`src/hdl/vfc_pkg.sv`:
```
// ============================================================================
// vfc_pkg
// Shared types, codes and defaults for the voxel face culling block.
// ============================================================================
`default_nettype none

package vfc_pkg;

    // Field widths
    localparam int COORD_W = 4;
    localparam int CODE_W  = 4;
    localparam int DIR_W   = 3;
    localparam int MAT_W   = 4;
    localparam int MCNT_W  = 5;
    localparam int CFG_IDX_W = 2;
    localparam int CFG_DAT_W = 5;

    // Default grid size
    localparam int GRID_X_DEF = 16;
    localparam int GRID_Y_DEF = 16;
    localparam int GRID_Z_DEF = 16;

    // Offset select for the neighbor unit; the first six are face directions
    localparam logic [DIR_W-1:0] DIR_FWD    = 3'd0;  // +x
    localparam logic [DIR_W-1:0] DIR_RIGHT  = 3'd1;  // +y
    localparam logic [DIR_W-1:0] DIR_BACK   = 3'd2;  // -x
    localparam logic [DIR_W-1:0] DIR_LEFT   = 3'd3;  // -y
    localparam logic [DIR_W-1:0] DIR_UP     = 3'd4;  // +z
    localparam logic [DIR_W-1:0] DIR_DOWN   = 3'd5;  // -z
    localparam logic [DIR_W-1:0] DIR_CENTER = 3'd6;  // the voxel itself

    // Request kinds
    localparam logic ACT_WRITE = 1'b0;
    localparam logic ACT_SCAN  = 1'b1;

    // Configuration register indexes
    localparam logic [CFG_IDX_W-1:0] CFG_AIR   = 2'd0;
    localparam logic [CFG_IDX_W-1:0] CFG_WATER = 2'd1;
    localparam logic [CFG_IDX_W-1:0] CFG_TRUNK = 2'd2;
    localparam logic [CFG_IDX_W-1:0] CFG_MCNT  = 2'd3;

    // Configuration reset values
    localparam logic [CODE_W-1:0] AIR_RST   = 4'd0;
    localparam logic [CODE_W-1:0] WATER_RST = 4'd1;
    localparam logic [CODE_W-1:0] TRUNK_RST = 4'd6;
    localparam logic [MCNT_W-1:0] MCNT_RST  = 5'd12;

    // Block codes below this carry no material of their own
    localparam logic [CODE_W-1:0] MAT_OFFSET = 4'd2;

    // Result of one neighbor lookup
    typedef struct packed {
        logic in_grid;
    } vfc_nbr_flags_t;

endpackage : vfc_pkg

`default_nettype wire

```
`src/hdl/vfc_nbr_unit.sv`:
```
// ============================================================================
// vfc_nbr_unit
// Shared neighbor unit: offsets a position by one step (or not, for the center
// select), checks the grid bounds and forms the linear store address.
// ============================================================================
`default_nettype none

module vfc_nbr_unit
    import vfc_pkg::*;
#(
    parameter int GRID_X = GRID_X_DEF,
    parameter int GRID_Y = GRID_Y_DEF,
    parameter int GRID_Z = GRID_Z_DEF,
    parameter int AW     = $clog2(GRID_X * GRID_Y * GRID_Z)
) (
    input  wire logic [COORD_W-1:0] pos_x,
    input  wire logic [COORD_W-1:0] pos_y,
    input  wire logic [COORD_W-1:0] pos_z,
    input  wire logic [DIR_W-1:0]   dir,
    output vfc_nbr_flags_t          flags,
    output logic      [AW-1:0]      addr
);

    logic [COORD_W:0] nx;
    logic [COORD_W:0] ny;
    logic [COORD_W:0] nz;
    logic             under;
    logic [31:0]      lin;

    // Step one cell in the selected direction, flag a step below zero
    always_comb begin
        nx    = {1'b0, pos_x};
        ny    = {1'b0, pos_y};
        nz    = {1'b0, pos_z};
        under = 1'b0;
        unique case (dir)
            DIR_FWD:   nx = {1'b0, pos_x} + 1'b1;
            DIR_RIGHT: ny = {1'b0, pos_y} + 1'b1;
            DIR_BACK: begin
                nx    = {1'b0, pos_x} - 1'b1;
                under = (pos_x == '0);
            end
            DIR_LEFT: begin
                ny    = {1'b0, pos_y} - 1'b1;
                under = (pos_y == '0);
            end
            DIR_UP:    nz = {1'b0, pos_z} + 1'b1;
            DIR_DOWN: begin
                nz    = {1'b0, pos_z} - 1'b1;
                under = (pos_z == '0);
            end
            default: begin
            end
        endcase
    end

    // Bounds check and z-major linear address
    always_comb begin
        flags.in_grid = !under && (32'(nx) < GRID_X) && (32'(ny) < GRID_Y)
                        && (32'(nz) < GRID_Z);
        lin  = 32'(nz) * 32'(GRID_X * GRID_Y) + 32'(ny) * 32'(GRID_X) + 32'(nx);
        addr = lin[AW-1:0];
    end

endmodule : vfc_nbr_unit

`default_nettype wire

```
`config.mk`:
```
export PLATFORM = sky130hd
export DESIGN_NAME = vfc_nbr_unit
export DESIGN_NICKNAME = d
export VERILOG_FILES = /design/src/hdl/vfc_pkg.sv /design/src/hdl/vfc_nbr_unit.sv
export SDC_FILE = /design/constraint.sdc
export NUM_CORES = 1
export LEC_CHECK = 0
export BUFFER_PORTS_ARGS = -buffer_cell sky130_fd_sc_hd__buf_2
export CORE_AREA = 5 5 46 48
export DETAILED_ROUTE_END_ITERATION = 16
export DIE_AREA = 0 0 51 53
export PLACE_DENSITY = 0.83
export REMOVE_ABC_BUFFERS = 1
export SYNTH_ARGS = -nofsm -noshare
export SYNTH_HDL_FRONTEND = slang
export SYNTH_SLANG_ARGS = --single-unit
```
`constraint.sdc`:
```
create_clock -name vclk -period 3.7
set_input_delay 0.74 -clock vclk [all_inputs]
set_output_delay 0.74 -clock vclk [all_outputs]
set_load 0.03 [all_outputs]
```
# Word level (Yosys, flattened, before mapping)
# Cells that the tools add are included.
# totals
reg_bits	0
inputBits	15
out_inout_bits	13
elab_cells	28
# op_classes
addsub	8
n_lt_le_gt_ge	3
eq_ne	5
n_mux	4
n_reduce_logical	8
# ops
operator	n
$pmux W5 S2	3
$add A4 B1 Y5 const B	3
$lt A5 B5 Y1 const B	3
$sub A4 B1 Y5 const B	3
$add A12 B5 Y12	1
$add A12 B9 Y12	1
$logic_not A4 Y1	3
$eq A3 B2 Y1 const B	2
$eq A3 B3 Y1 const B	2
$eq A3 B1 Y1 const B	1
$logic_and A1 B1 Y1	3
$logic_not A3 Y1	1
$pmux W1 S3	1
$logic_not A1 Y1	1

# Depth between registers and ports, before layout
# depth
depth_word	6
ltp_mapped	14
ltp_nobuf	13

# Worst setup path before layout
# OpenSTA, ideal clock, no wires.
# synth_timing
path_type	input port to output port
startpoint	in dir[2]
endpoint	out flags
arrival_time_ns	3.706
required_ns	2.960
slack_ns	-0.746
cell_stages	9
path_buffers	2
path_cell_list	buf_6 nor2b_1 buf_2 and2_1 fa_1 a21o_1 a21oi_1 xnor2_1 a2111oi_0
# synth_between
elab_chain_cells	6
elab_cells_between_ends	17
cone_classes	order compare (3); eq/ne (5); mux (4); reduce/logical (5)
# synth_lines
element	line_no	source
start: declaration	vfc_nbr_unit.sv:19	input wire logic [DIR_W-1:0] dir,
$eq A3 B2 Y1, or another cell as far along	vfc_nbr_unit.sv:36	unique case (dir)
$pmux W5 S2 or $pmux W1 S3 (tied branches)	vfc_nbr_unit.sv:36	
$lt A5 B5 Y1 or $logic_not A1 Y1 (tied branches)	vfc_nbr_unit.sv:59	flags.in_grid = !under && (32'(nx) < GRID_X) && (32'(ny) < GRID_Y)
$logic_and A1 B1 Y1 (2 in a row)	vfc_nbr_unit.sv:59	
$logic_and A1 B1 Y1 (*)	vfc_nbr_unit.sv:60	&& (32'(nz) < GRID_Z);
end: declaration	vfc_nbr_unit.sv:20	output vfc_nbr_flags_t flags,
# Mark *: on every way between the ends. The rest lies on a longest branch, timed or not.

# Worst setup path after layout
# layout_timing
startpoint	in dir[0]
endpoint	out addr[11]
# layout_between
elab_chain_cells	4
elab_cells_between_ends	11
cone_classes	add/sub (2); eq/ne (5); mux (3); reduce/logical (1)
# layout_lines
element	line_no	source
$eq A3 B2 Y1, or another cell as far along	vfc_nbr_unit.sv:36	
$pmux W5 S2	vfc_nbr_unit.sv:36	
$add A12 B9 Y12	vfc_nbr_unit.sv:61	lin = 32'(nz) * 32'(GRID_X * GRID_Y) + 32'(ny) * 32'(GRID_X) + 32'(nx);
$add A12 B5 Y12 (*)	vfc_nbr_unit.sv:61	
end: declaration	vfc_nbr_unit.sv:21	output logic [AW-1:0] addr
# Marked as above.

==> impl_metrics.toml <==
[grt]
antenna_found_initial = 0
overflow = 0
grt_max_degree = 9
grt_pass1_wl_mm = 4.140
grt_pass1_vias = 999
grt_use_total_pct = 19.24

[sta]
worst_pin_slew_ps = 489.7
finalSetupTns_ps = 0
fin_crit_sh_pct = 98.82
hold_viol = 0
setup_viol = 0
maxSlewViolCount = 0
fmax_ghz = 0.2735
fin_crit_ps = 3656
slew-limit-headroom_pct = 67.28
layout_setup_ws_ps = 43.66

[floorplanning]
die_w_um = 51
dieArea_sq_um = 2703
rows = 15
die_h_um = 53
core_area_sq_um = 1670
initial_core_util_pct = 52.36
io_pins = 28

[power_and_ir_drop]
p_per_area_nw_per_um2 = 152.6
max-vdd-ir-drop_mv = 0.08440
leakage_nw = 0.5617

[finish]
clock_buffer_count = 0
n_antenna_cell = 0
final_core_util_pct = 75.13
nFillCells = 127
n_sequential_cell = 0
final_layout_size_suffix_gt1_share_pct = 48.08
nNetsFinal = 184
area_delta_synth_final_pct = 43.49
final_area_sq_um = 1255
multi_input_area_sq_um = 910.9
ff_latch_area_sq_um = 0

[routing]
drtAntennaViolNets = 0
first_pass_iters = 4
wl_mm = 2.746
wl_per_cell_um = 15.87
drt-initial-drc-count = 33
vias = 1049
via_per_inst = 6.064
drc = 0

[placed_design]
placed_cell_area_sq_um = 1130
dp_hpwl_mm = 2.030
gp_congestion = 0.8536
numPortBuffers = 28
dp_slack_ps = -72.59

[min_path]
min_path_cells = 3
min_from = "pos_x[0]"
hp-class = "input port to primary output"
holdPathEnd = "addr[0]"

[setup_path]
critPathRequiredTime_ps = 2960
worst-path-max-fanout = 7
cp-end-kind = "primary output"
cp.arrival_ps = 2920
worstSetupStartpointType = "input port"
critical_path_class = "input port to primary output"

[synthesis]
netlist_area_sq_um = 874.6
synth_fa_ha_area_share_pct = 17.45
synth_compound_area_share_pct = 23.32
synth_xor_xnor_area_share_pct = 17.02
postSynthCellCount = 113
synth_cell_types = 42
synth_top_family_by_area = "simple AND/OR/NAND/NOR gates"
yosysWarnings = 0
synthSimpleGateAreaFrac_pct = 33.76
synthMuxAreaShare_pct = 2.432
yosysSeqAreaShare_pct = 0
syn_area_per_cell_sq_um = 7.740

[clock_tree]
cts_hold_buf = 0

[run]
max-cap-violations = 0

[status]
status = "finished clean"
[cells by family after synthesis]
logic type                 Yosys count
and+or+nand+nor                     49
muxes                                2
buffers and inverters                8
AOI/OAI and AO/OA                   26
xor gates and xnor gates            17
adders and majority gates           11
[cells in the final DEF (no fill, tap or decap), types with 2 or more instances in the layout]
cell type | synthesis | layout
xor2_1 | 5 | 5
a21o_1 | 3 | 3
and2_1 | 6 | 4
a21oi_2 | 0 | 2
nand3_1 | 2 | 2
and3b_1 | 2 | 2
fa_2 | 0 | 2
and2_4 | 0 | 2
nor4_1 | 4 | 3
ha_1 | 9 | 6
a41oi_2 | 2 | 2
a21oi_1 | 7 | 5
o21ai_0 | 5 | 4
buf_4 | 1 | 25
xnor2_1 | 12 | 11
ha_4 | 0 | 2
buf_2 | 3 | 24
nor2_1 | 4 | 3
nand2_1 | 16 | 15
a31oi_1 | 2 | 2
[cell usage after synthesis (all sizes together), types with 2 or more instances]
library cell / count / area [sq um]
and3b: 2 / 17.52
nor3b: 2 / 15.01
buf: 6 / 45.04
a41oi: 2 / 32.53
a31oi: 2 / 12.51
fa: 2 / 40.04
nor2: 4 / 15.01
a21o: 3 / 22.52
nor4: 4 / 25.02
xnor2: 12 / 105.1
a21oi: 7 / 35.03
ha: 9 / 112.6
o21ai: 5 / 25.02
nand3: 3 / 20.02
nand2: 16 / 60.06
and2: 6 / 37.54
xor2: 5 / 43.79
nor2b: 2 / 12.51
[cell type report]
cell class,instances,area share [%]
tap,17,1.695
multi-input combinational,105,72.58
timing repair buffer,50,25.42
inverter,1,0.2991
[critical path, cell delays in order]
cell	delay, ps
buf_2	130
buf_4	160
nand4bb_1	140
nand2_2	90
ha_4	180
nor3b_4	220
nand2_1	90
a21oi_2	190
ha_1	300
and2_4	160
a41oi_2	170
xor2_1	170
buf_4	180
[report_power, final]
group	total [mW]	switching, mW	internal (mW)
Sequential	0	0	0
Clock	0	0	0
Combinational	0.192	0.109	0.0822
[metrics by stage]
stage          instances  total power, mW  hold slack [ps]
5_1_grt              173           0.2057             1894
6_report             173           0.1915             1873
2_1_floorplan        106           0.1056             1677
3_5_place_dp         170           0.1697             1863
3_3_place_gp         170           0.1652             1848
4_1_cts              170           0.1719             1863
[what timing repair did]
action | in CTS | in global routing
buffers inserted | 0 | 3
setup endpoints to repair | 4 | 6
pin swaps | 0 | 7
gates resized for setup | 3 | 25
hold endpoints to repair | 0 | 0
[layer usage]
metal | GRT usage (%) | vias to the layer above | routed length (um)
met2 | 37.55 | 38 | 1481
li1 | - | 499 | -
met5 | 0 | - | 0
met3 | 0.2817 | 2 | 139
met4 | 2.691 | 0 | 21
met1 | 23.75 | 510 | 1103
[worst max-delay path by stage]
stage	cells after the start	from	to	slack, ps
after detailed placement	14	dir[2]	addr[11]	-70
final	13	dir[0]	addr[11]	40
after global placement	14	dir[2]	addr[11]	-40
after global routing	13	dir[0]	addr[11]	-90
after CTS	13	dir[2]	addr[11]	10
after floorplan	7	dir[2]	flags	-690
Power figures use the tool's default switching activity.
